`config.mk`:
```
export PLATFORM = sky130hd
export DESIGN_NAME = lru_timeout_table_unit
export DESIGN_NICKNAME = d
export VERILOG_FILES = /design/src/sv/lrut_pkg.sv /design/src/sv/lru_timeout_table_unit.sv /design/src/sv/lrut_ram.sv
export SDC_FILE = /design/constraint.sdc
export NUM_CORES = 2
export LEC_CHECK = 0
export BUFFER_PORTS_ARGS = -buffer_cell sky130_fd_sc_hd__buf_4
export CAP_MARGIN = 20
export CORE_ASPECT_RATIO = 2
export CORE_MARGIN = 2
export CORE_UTILIZATION = 57
export DETAILED_ROUTE_END_ITERATION = 10
export GPL_TIMING_DRIVEN = 1
export PLACE_DENSITY = 0.81
export SLEW_MARGIN = 30
export SYNTH_ARGS = -nofsm -noshare
export SYNTH_HDL_FRONTEND = slang
export SYNTH_HIERARCHICAL = 1
export SYNTH_SLANG_ARGS = --single-unit
```
`constraint.sdc`:
```
create_clock -name clock -period 14.18 [get_ports clock]
set_input_delay 3.545 -clock clock [delete_from_list [all_inputs] [get_ports clock]]
set_output_delay 3.545 -clock clock [all_outputs]
set_load 0.005 [all_outputs]
```
`src/sv/lrut_pkg.sv`:
```
// ----------------------------------------------------------------------------
// lrut_pkg
// Shared sizes, command and status codes and sequencer states of the
// recency-ordered timeout table.
// ----------------------------------------------------------------------------
package lrut_pkg;

   localparam int TableDepth = 32;
   localparam int SlotBits   = $clog2(TableDepth);
   localparam int CountBits  = $clog2(TableDepth + 1);
   localparam int KeyBits    = 64;
   localparam int TimeBits   = 32;
   localparam int CmdBits    = 3;
   localparam int StatusBits = 3;

   // command codes
   localparam logic [CmdBits-1:0] CMD_INSERT = 3'd0;
   localparam logic [CmdBits-1:0] CMD_FIND   = 3'd1;
   localparam logic [CmdBits-1:0] CMD_BUMP   = 3'd2;
   localparam logic [CmdBits-1:0] CMD_DELETE = 3'd3;
   localparam logic [CmdBits-1:0] CMD_EXPIRE = 3'd4;

   // status codes
   localparam logic [StatusBits-1:0] STAT_OK        = 3'd0;
   localparam logic [StatusBits-1:0] STAT_FULL      = 3'd1;
   localparam logic [StatusBits-1:0] STAT_NOT_FOUND = 3'd2;
   localparam logic [StatusBits-1:0] STAT_EXPIRED   = 3'd3;
   localparam logic [StatusBits-1:0] STAT_NONE_AGED = 3'd4;

   typedef enum logic [1:0] {
      ST_IDLE,
      ST_WALK,
      ST_LINK,
      ST_EXPIRE
   } state_type;

endpackage

```
`src/sv/lru_timeout_table_unit.sv`:
```
// ----------------------------------------------------------------------------
// lru_timeout_table_unit
// Table of keyed entries kept as a doubly linked recency list in slot RAMs,
// with insert, find, bump, delete and timeout expiry scan.
//
//   channel | direction | handshake            | word
//   req     | in        | start / busy         | command, key, now_seconds
//   rsp     | out       | rsp_valid strobe     | status, key_out, slot, left, last
//   csr     | in        | csr_valid / ready    | timeout in seconds
//
// Insert and unknown commands are answered straight from idle. Find, bump and
// delete walk the list newest to oldest one slot per cycle through the key and
// link RAM read port; bump then relinks the matched slot at the newest end.
// Expiry walks from the oldest end one entry per cycle. Each result word is
// registered onto rsp and cannot be stalled.
// Synchronous reset empties the table at once; no clearing pass.
// ----------------------------------------------------------------------------
module lru_timeout_table_unit (
   input  logic                              clock,
   input  logic                              reset,
   input  logic                              start,
   output logic                              busy,
   input  logic [lrut_pkg::CmdBits-1:0]      req_command,
   input  logic [lrut_pkg::KeyBits-1:0]      req_key,
   input  logic [lrut_pkg::TimeBits-1:0]     req_now_seconds,
   output logic                              rsp_valid,
   output logic [lrut_pkg::StatusBits-1:0]   rsp_status,
   output logic [lrut_pkg::KeyBits-1:0]      rsp_key_out,
   output logic [lrut_pkg::SlotBits-1:0]     rsp_slot,
   output logic [lrut_pkg::CountBits-1:0]    rsp_entries_left,
   output logic                              rsp_last,
   input  logic                              csr_valid,
   output logic                              csr_ready,
   input  logic [lrut_pkg::TimeBits-1:0]     csr_wdata
);
   import lrut_pkg::*;

   state_type               state_ff, state_in;
   logic [CmdBits-1:0]      cmd_ff, cmd_in;
   logic [KeyBits-1:0]      key_ff, key_in;
   logic [TimeBits-1:0]     now_ff, now_in;
   logic [TimeBits-1:0]     timeout_ff;
   logic [TableDepth-1:0]   valid_ff, valid_in;
   logic [SlotBits-1:0]     newest_ff, newest_in;
   logic [SlotBits-1:0]     oldest_ff, oldest_in;
   logic [CountBits-1:0]    count_ff, count_in;
   logic [CountBits-1:0]    visit_ff, visit_in;
   logic [SlotBits-1:0]     cur_ff;

   logic                    pend_valid_ff, pend_valid_in;
   logic [KeyBits-1:0]      pend_key_ff, pend_key_in;
   logic [SlotBits-1:0]     pend_slot_ff, pend_slot_in;
   logic [CountBits-1:0]    pend_count_ff, pend_count_in;

   logic                    rsp_valid_ff, rsp_valid_in;
   logic [StatusBits-1:0]   rsp_status_ff, rsp_status_in;
   logic [KeyBits-1:0]      rsp_key_ff, rsp_key_in;
   logic [SlotBits-1:0]     rsp_slot_ff, rsp_slot_in;
   logic [CountBits-1:0]    rsp_left_ff, rsp_left_in;
   logic                    rsp_last_ff, rsp_last_in;

   // RAM ports
   logic [SlotBits-1:0]     rd_addr;
   logic [KeyBits-1:0]      rd_key;
   logic [TimeBits-1:0]     rd_stamp;
   logic [SlotBits-1:0]     rd_newer;
   logic [SlotBits-1:0]     rd_older;
   logic                    key_we, stamp_we, nl_we, ol_we;
   logic [SlotBits-1:0]     key_wa, stamp_wa, nl_wa, ol_wa;
   logic [KeyBits-1:0]      key_wd;
   logic [TimeBits-1:0]     stamp_wd;
   logic [SlotBits-1:0]     nl_wd, ol_wd;

   logic [SlotBits-1:0]     free_slot;
   logic                    accept;
   logic                    expired;

   assign accept    = start && (state_ff == ST_IDLE);
   assign busy      = (state_ff != ST_IDLE);
   assign csr_ready = 1'b1;
   assign expired   = (count_ff != '0) && ((now_ff - rd_stamp) >= timeout_ff);

   assign rsp_valid        = rsp_valid_ff;
   assign rsp_status       = rsp_status_ff;
   assign rsp_key_out      = rsp_key_ff;
   assign rsp_slot         = rsp_slot_ff;
   assign rsp_entries_left = rsp_left_ff;
   assign rsp_last         = rsp_last_ff;

   // lowest free slot
   always_comb begin
      free_slot = '0;
      for (int i = TableDepth - 1; i >= 0; i--) begin
         if (!valid_ff[i]) begin
            free_slot = SlotBits'(i);
         end
      end
   end

   // slot RAMs
   lrut_ram #(.WIDTH(KeyBits), .DEPTH(TableDepth)) u_key_ram (
      .clock(clock), .wr_en(key_we), .wr_addr(key_wa), .wr_data(key_wd),
      .rd_addr(rd_addr), .rd_data(rd_key)
   );
   lrut_ram #(.WIDTH(TimeBits), .DEPTH(TableDepth)) u_stamp_ram (
      .clock(clock), .wr_en(stamp_we), .wr_addr(stamp_wa), .wr_data(stamp_wd),
      .rd_addr(rd_addr), .rd_data(rd_stamp)
   );
   lrut_ram #(.WIDTH(SlotBits), .DEPTH(TableDepth)) u_newer_ram (
      .clock(clock), .wr_en(nl_we), .wr_addr(nl_wa), .wr_data(nl_wd),
      .rd_addr(rd_addr), .rd_data(rd_newer)
   );
   lrut_ram #(.WIDTH(SlotBits), .DEPTH(TableDepth)) u_older_ram (
      .clock(clock), .wr_en(ol_we), .wr_addr(ol_wa), .wr_data(ol_wd),
      .rd_addr(rd_addr), .rd_data(rd_older)
   );

   // sequencer: next state, table updates and result words
   always_comb begin
      state_in      = state_ff;
      cmd_in        = cmd_ff;
      key_in        = key_ff;
      now_in        = now_ff;
      valid_in      = valid_ff;
      newest_in     = newest_ff;
      oldest_in     = oldest_ff;
      count_in      = count_ff;
      visit_in      = visit_ff;
      pend_valid_in = pend_valid_ff;
      pend_key_in   = pend_key_ff;
      pend_slot_in  = pend_slot_ff;
      pend_count_in = pend_count_ff;
      rsp_valid_in  = 1'b0;
      rsp_status_in = STAT_OK;
      rsp_key_in    = '0;
      rsp_slot_in   = '0;
      rsp_left_in   = count_ff;
      rsp_last_in   = 1'b1;
      rd_addr       = '0;
      key_we   = 1'b0; key_wa   = free_slot; key_wd   = req_key;
      stamp_we = 1'b0; stamp_wa = free_slot; stamp_wd = req_now_seconds;
      nl_we    = 1'b0; nl_wa    = newest_ff; nl_wd    = free_slot;
      ol_we    = 1'b0; ol_wa    = free_slot; ol_wd    = newest_ff;

      unique case (state_ff)
         ST_IDLE: begin
            rd_addr = (req_command == CMD_EXPIRE) ? oldest_ff : newest_ff;
            if (accept) begin
               cmd_in   = req_command;
               key_in   = req_key;
               now_in   = req_now_seconds;
               visit_in = '0;
               case (req_command) inside
                  CMD_INSERT: begin
                     rsp_valid_in = 1'b1;
                     if (count_ff[CountBits-1]) begin
                        rsp_status_in = STAT_FULL;
                     end else begin
                        key_we   = 1'b1;
                        stamp_we = 1'b1;
                        if (count_ff == '0) begin
                           oldest_in = free_slot;
                        end else begin
                           nl_we = 1'b1;
                           ol_we = 1'b1;
                        end
                        newest_in           = free_slot;
                        valid_in[free_slot] = 1'b1;
                        count_in            = count_ff + 1'b1;
                        rsp_slot_in         = free_slot;
                        rsp_left_in         = count_ff + 1'b1;
                     end
                  end
                  CMD_FIND, CMD_BUMP, CMD_DELETE: begin
                     if (count_ff == '0) begin
                        rsp_valid_in  = 1'b1;
                        rsp_status_in = STAT_NOT_FOUND;
                     end else begin
                        state_in = ST_WALK;
                     end
                  end
                  CMD_EXPIRE: begin
                     pend_valid_in = 1'b0;
                     state_in      = ST_EXPIRE;
                  end
                  default: begin
                     rsp_valid_in  = 1'b1;
                     rsp_status_in = STAT_NOT_FOUND;
                  end
               endcase
            end
         end

         ST_WALK: begin
            rd_addr = rd_older;
            if (rd_key == key_ff) begin
               rsp_key_in  = rd_key;
               rsp_slot_in = cur_ff;
               if (cmd_ff != CMD_FIND) begin
                  // drop the matched slot from the list
                  valid_in[cur_ff] = 1'b0;
                  if (count_ff <= CountBits'(1)) begin
                     count_in = '0;
                  end else begin
                     if (cur_ff == newest_ff) begin
                        newest_in = rd_older;
                     end else if (cur_ff == oldest_ff) begin
                        oldest_in = rd_newer;
                     end else begin
                        nl_we = 1'b1; nl_wa = rd_older; nl_wd = rd_newer;
                        ol_we = 1'b1; ol_wa = rd_newer; ol_wd = rd_older;
                     end
                     count_in = count_ff - 1'b1;
                  end
               end
               rsp_left_in = count_in;
               if (cmd_ff == CMD_BUMP) begin
                  // hold the matched slot for the relink
                  rd_addr  = cur_ff;
                  state_in = ST_LINK;
               end else begin
                  rsp_valid_in = 1'b1;
                  state_in     = ST_IDLE;
               end
            end else if ((visit_ff + 1'b1) == count_ff) begin
               rsp_valid_in  = 1'b1;
               rsp_status_in = STAT_NOT_FOUND;
               state_in      = ST_IDLE;
            end else begin
               visit_in = visit_ff + 1'b1;
            end
         end

         ST_LINK: begin
            // relink the bumped slot at the newest end and restamp it
            stamp_we = 1'b1; stamp_wa = cur_ff; stamp_wd = now_ff;
            if (count_ff == '0) begin
               oldest_in = cur_ff;
            end else begin
               nl_we = 1'b1; nl_wa = newest_ff; nl_wd = cur_ff;
               ol_we = 1'b1; ol_wa = cur_ff;    ol_wd = newest_ff;
            end
            rd_addr          = cur_ff;
            newest_in        = cur_ff;
            valid_in[cur_ff] = 1'b1;
            count_in         = count_ff + 1'b1;
            rsp_valid_in     = 1'b1;
            rsp_key_in       = key_ff;
            rsp_slot_in      = cur_ff;
            rsp_left_in      = count_ff + 1'b1;
            state_in         = ST_IDLE;
         end

         ST_EXPIRE: begin
            rd_addr = rd_newer;
            if (expired) begin
               // remove the oldest entry, release the held word as not last
               valid_in[cur_ff] = 1'b0;
               if (count_ff <= CountBits'(1)) begin
                  count_in = '0;
               end else begin
                  oldest_in = rd_newer;
                  count_in  = count_ff - 1'b1;
               end
               rsp_valid_in  = pend_valid_ff;
               rsp_status_in = STAT_EXPIRED;
               rsp_key_in    = pend_key_ff;
               rsp_slot_in   = pend_slot_ff;
               rsp_left_in   = pend_count_ff;
               rsp_last_in   = 1'b0;
               pend_valid_in = 1'b1;
               pend_key_in   = rd_key;
               pend_slot_in  = cur_ff;
               pend_count_in = count_in;
            end else begin
               rsp_valid_in = 1'b1;
               if (pend_valid_ff) begin
                  rsp_status_in = STAT_EXPIRED;
                  rsp_key_in    = pend_key_ff;
                  rsp_slot_in   = pend_slot_ff;
                  rsp_left_in   = pend_count_ff;
               end else begin
                  rsp_status_in = STAT_NONE_AGED;
               end
               pend_valid_in = 1'b0;
               state_in      = ST_IDLE;
            end
         end

         default: begin
            state_in = ST_IDLE;
         end
      endcase
   end

   // state register
   always_ff @(posedge clock) begin
      if (reset) begin
         state_ff <= ST_IDLE;
      end else begin
         state_ff <= state_in;
      end
   end

   // control registers
   always_ff @(posedge clock) begin
      if (reset) begin
         valid_ff      <= '0;
         newest_ff     <= '0;
         oldest_ff     <= '0;
         count_ff      <= '0;
         pend_valid_ff <= 1'b0;
         rsp_valid_ff  <= 1'b0;
         timeout_ff    <= TimeBits'(60);
      end else begin
         valid_ff      <= valid_in;
         newest_ff     <= newest_in;
         oldest_ff     <= oldest_in;
         count_ff      <= count_in;
         pend_valid_ff <= pend_valid_in;
         rsp_valid_ff  <= rsp_valid_in;
         if (csr_valid && csr_ready) begin
            timeout_ff <= csr_wdata;
         end
      end
   end

   // payload registers
   always_ff @(posedge clock) begin
      cmd_ff        <= cmd_in;
      key_ff        <= key_in;
      now_ff        <= now_in;
      visit_ff      <= visit_in;
      cur_ff        <= rd_addr;
      pend_key_ff   <= pend_key_in;
      pend_slot_ff  <= pend_slot_in;
      pend_count_ff <= pend_count_in;
      rsp_status_ff <= rsp_status_in;
      rsp_key_ff    <= rsp_key_in;
      rsp_slot_ff   <= rsp_slot_in;
      rsp_left_ff   <= rsp_left_in;
      rsp_last_ff   <= rsp_last_in;
   end

endmodule

```
`src/sv/lrut_ram.sv`:
```
// ----------------------------------------------------------------------------
// lrut_ram
// Simple dual-port synchronous RAM: one write port, one read port with
// registered read data.
// ----------------------------------------------------------------------------
module lrut_ram #(
   parameter int WIDTH = 8,
   parameter int DEPTH = 32
) (
   input  logic                     clock,
   input  logic                     wr_en,
   input  logic [$clog2(DEPTH)-1:0] wr_addr,
   input  logic [WIDTH-1:0]         wr_data,
   input  logic [$clog2(DEPTH)-1:0] rd_addr,
   output logic [WIDTH-1:0]         rd_data
);

   logic [WIDTH-1:0] mem [DEPTH];

   // write port
   always_ff @(posedge clock) begin
      if (wr_en) begin
         mem[wr_addr] <= wr_data;
      end
   end

   // registered read port
   always_ff @(posedge clock) begin
      rd_data <= mem[rd_addr];
   end

endmodule

```
==> run summary <==
R2R cell count - 23
Hold path cells - 0
Switching Power - 12.5 mW
Number of remaining DRC errors - 0
Die Area - 267000 um^2
Setup bufs post-CTS - 0
Clock Skews - 75.1 ps
Synth Area per Inst - 19.7 um^2
WHS Endpoint - pend_key_ff[15]$_DFFE_PP_
Number of cells on the critical path - 9
Gate power share - 39.3%
Clk root buf - clkbuf_16
Ordered list of cells on the worst path - buf_4 > nand2_1 > nor4_1 > nand2_1 > inv_1 > nand3b_1 > nor2_4 > buf_4 > buf_4
Crit path max fanout - 29
Final net count - 8116
Worst Setup End Kind - flip-flop
Critical path type - primary input to flip-flop
Crit-path leading delay family - simple AND/OR/NAND/NOR gates
M1 WL - 137000 um
Sequential Power Share - 36.5%
Cts hold-fix bufs - 0
Detailed Route WL - 405000 um
Worst vdd ir - 0.341 mV
Final setup viols - 0
Max Used Layer - met5
Cell area after synthesis - 150000 um^2
Sw frac - 33.9%
Post-route cell area - 166000 um^2
I/O pin cnt - 217
Port Buffer Count - 215
Maxcap violations - 0
Later-pin clock latency in the skew report - 920 ps
Pleak - 52.4 nW
Total global-route track usage - 29.9%
DR vias/cell - 6.95
Req. time, crit path - 14690 ps
Fin crit period - 7940 ps
Total negative setup slack - 0 ps
Netlist cell types - 77
Syn nets - 7804
Pwr/cell area - 222 nW/um^2
EDFF count, synth - 3572
Status - finished, final reports clean
Reg2reg end - rsp_key_out[46]$_DFF_P_
CTS Sinks - 3846
Cell Count, Final, Fillers Out - 11.7k
Internal Power - 24.4 mW
F_max - 126 MHz
Synth Instances - 7595
Seq/Total Area, Yosys - 75.4%
DR iter-0 viols - 12.9k
WL/cell - 34.7 um
Total grt overflow - 0
Pre-antenna DRT Iters - 9
Post-detailed-route count of antenna-violating nets - 0
Async SR Flop Fraction - 0%
CTS tree - yes
CP bufs+invs - 4
Most used cell, CP - buf_4
Met3 WL - 58000 um
RR Startpoint - now_ff[0]$_DFFE_PP_
Num CTS Buffers - 319
Synth warn - 6
Period Utilization, post-route - 56.0%
Max stage delay on crit path - 1000 ps
Met2 WL - 189000 um
CORE AREA - 262000 um^2
Hold path start - u_key_ram/rd_data[15]$_DFF_P_
Vias in the first global route - 79.6k
Die H - 729 um
CP startpoint kind - primary input
Max-slew violation count - 0
Initial antenna violation count - 29
Main synth FF type - edfxtp_1
CTS max path bufs - 4
Clock power share - 24.2%
Final Util - 63.6%
Slowest-stage cell, CP - nor2_4
Final Hold Viols - 0
Slew headroom - 22.9%
Width of the die - 366 um
DP Area - 156000 um^2
FF+latch count, synth - 3846
Clock transition at path regs - 70 ps
Commonest cells after routing, fill and taps aside - edfxtp_1, mux4_2, mux2i_1
RSZ-0062 raised after global routing - false
PostCTS Resize Cnt - 0
Placed Cells - 11.1k
Final HPWL DP - 202000 um
Layout cells sized above 1 - 22.4%
First-pass GRT wire length - 573000 um
Flop2flop setup slack - 6280 ps
Area grow syn2layout - 11.3%
Starting Density - 57.2%
H-tree depth - 5
Most common cell after layout, fill and taps aside - edfxtp_1
Rows - 266
Vias - 81.1k
WP data arrival - 8450 ps
Min-delay worst type - flip-flop to flip-flop
Largest net degree at the start of global routing - 142
Placer Congestion - 0.885
Slew @ Worst Pin - 1150 ps
## cells in the mapped netlist, types with 8 or more instances
cell type	number	area share, %
o22ai_1	13	0.054
nand3b_1	21	0.11
edfxtp_1	3572	72
dfxtp_1	274	3.7
buf_2	106	0.35
mux4_2	702	11
a21o_1	30	0.15
a31oi_1	52	0.22
a22o_1	72	0.42
and3_1	15	0.063
o211ai_1	14	0.070
a222oi_1	69	0.46
xnor2_1	33	0.19
clkbuf_1	191	0.48
mux2_2	121	0.91
buf_6	18	0.14
nand2_1	204	0.51
a221oi_1	44	0.26
or3_1	10	0.042
or3b_2	12	0.070
inv_1	96	0.24
buf_4	50	0.25
or2_2	8	0.033
o21ai_0	74	0.25
nand2b_1	12	0.050
a21oi_1	165	0.55
a211oi_1	41	0.21
mux2i_1	581	3.9
buf_1	37	0.093
nor2b_1	15	0.063
a22oi_1	104	0.52
ha_1	73	0.61
nor3_1	64	0.21
and2_1	16	0.067
o221ai_1	8	0.047
nor4_1	23	0.096
nor2_1	319	0.80
o21a_1	13	0.065
nand4_1	19	0.079
nand3_1	135	0.45
xor2_1	77	0.45
## worst reg2reg max path, cell delays in order (launching register included)
cell,delay (ps)
edfxtp_1,380
inv_1,110
ha_1,180
inv_1,60
fa_1,420
a211oi_1,260
nor2_1,160
o31ai_1,370
a21boi_0,210
buf_4,210
o21a_1,220
a311oi_2,660
o311ai_0,380
o31ai_1,320
xnor2_1,430
ha_1,500
a211oi_1,90
o21a_1,250
nor2_1,450
nor3_1,150
a2111oi_4,440
buf_12,370
a222oi_1,600
nor2_1,540
## kinds of logic after synthesis
kind of cell               count (synthesis)  share of synthesized area, %
AOI/OAI and AO/OA                        764                          3.66
xor gates and xnor gates                 110                         0.644
adders and majority gates                 74                         0.624
buffers and inverters                    502                          1.57
DFF                                     3846                          75.4
muxes                                   1404                          15.4
other                                      1                       0.00251
and+or+nand+nor                          894                          2.77
## cell type report
| class | count | area, um^2 |
|---|---|---|
| fillers | 16600 | 95100 |
| well taps | 3484 | 4360 |
| repair buffers | 395 | 3330 |
| flip-flops and latches | 3846 | 113000 |
| clock inverters | 143 | 1380 |
| diodes | 8 | 20.0 |
| inverters | 98 | 373 |
| multi-input cells | 3247 | 35200 |
| clock buffers | 439 | 9110 |
## per-stage QoR
stage                     hold slack (ps)  worst slack, ps  power [mW]
after floorplan                       406             3910        24.0
after global placement                458             5690        27.4
after detailed placement              468             5560        27.8
after CTS                             471             6520        36.9
after global routing                  490             6090        38.1
final                                 472             6240        37.0
## worst max-delay path by stage
stage          slack, ps                              end           startpoint
4_1_cts             6520  u_key_ram/mem[25][53]$_DFFE_PP_                start
2_1_floorplan       3910       pend_valid_ff$_SDFFE_PP0P_  now_ff[0]$_DFFE_PP_
5_1_grt             6090          rsp_key_out[61]$_DFF_P_  now_ff[0]$_DFFE_PP_
3_5_place_dp        5560  u_key_ram/mem[26][58]$_DFFE_PP_                start
3_3_place_gp        5690  u_key_ram/mem[14][47]$_DFFE_PP_                start
6_report            6240  u_key_ram/mem[25][29]$_DFFE_PP_                start
## per-layer routing
metal / track usage (%) / vias up
li1: - / 31700
met2: 46.6 / 6988
met5: 0 / -
met4: 12.9 / 38
met1: 40.3 / 41100
met3: 7.80 / 1282
## power by group through the flow
stage / clock network (mW) / registers (mW) / logic [mW]
2_1_floorplan: 0 / 13.6 / 10.4
3_3_place_gp: 0 / 13.7 / 13.7
3_5_place_dp: 0 / 13.7 / 14.0
4_1_cts: 9.02 / 13.5 / 14.3
5_1_grt: 9.39 / 13.5 / 15.2
6_report: 8.95 / 13.5 / 14.5
## registers in the layout, indices dropped and copies added, names as in the netlist, 64 cells and up
name               count
rsp_key_out           64
u_older_ram/mem      160
u_newer_ram/mem      160
key_ff                64
u_key_ram/mem       2048
pend_key_ff           64
u_key_ram/rd_data     64
u_stamp_ram/mem     1024
Note: power is estimated with default switching activity, not from simulation.
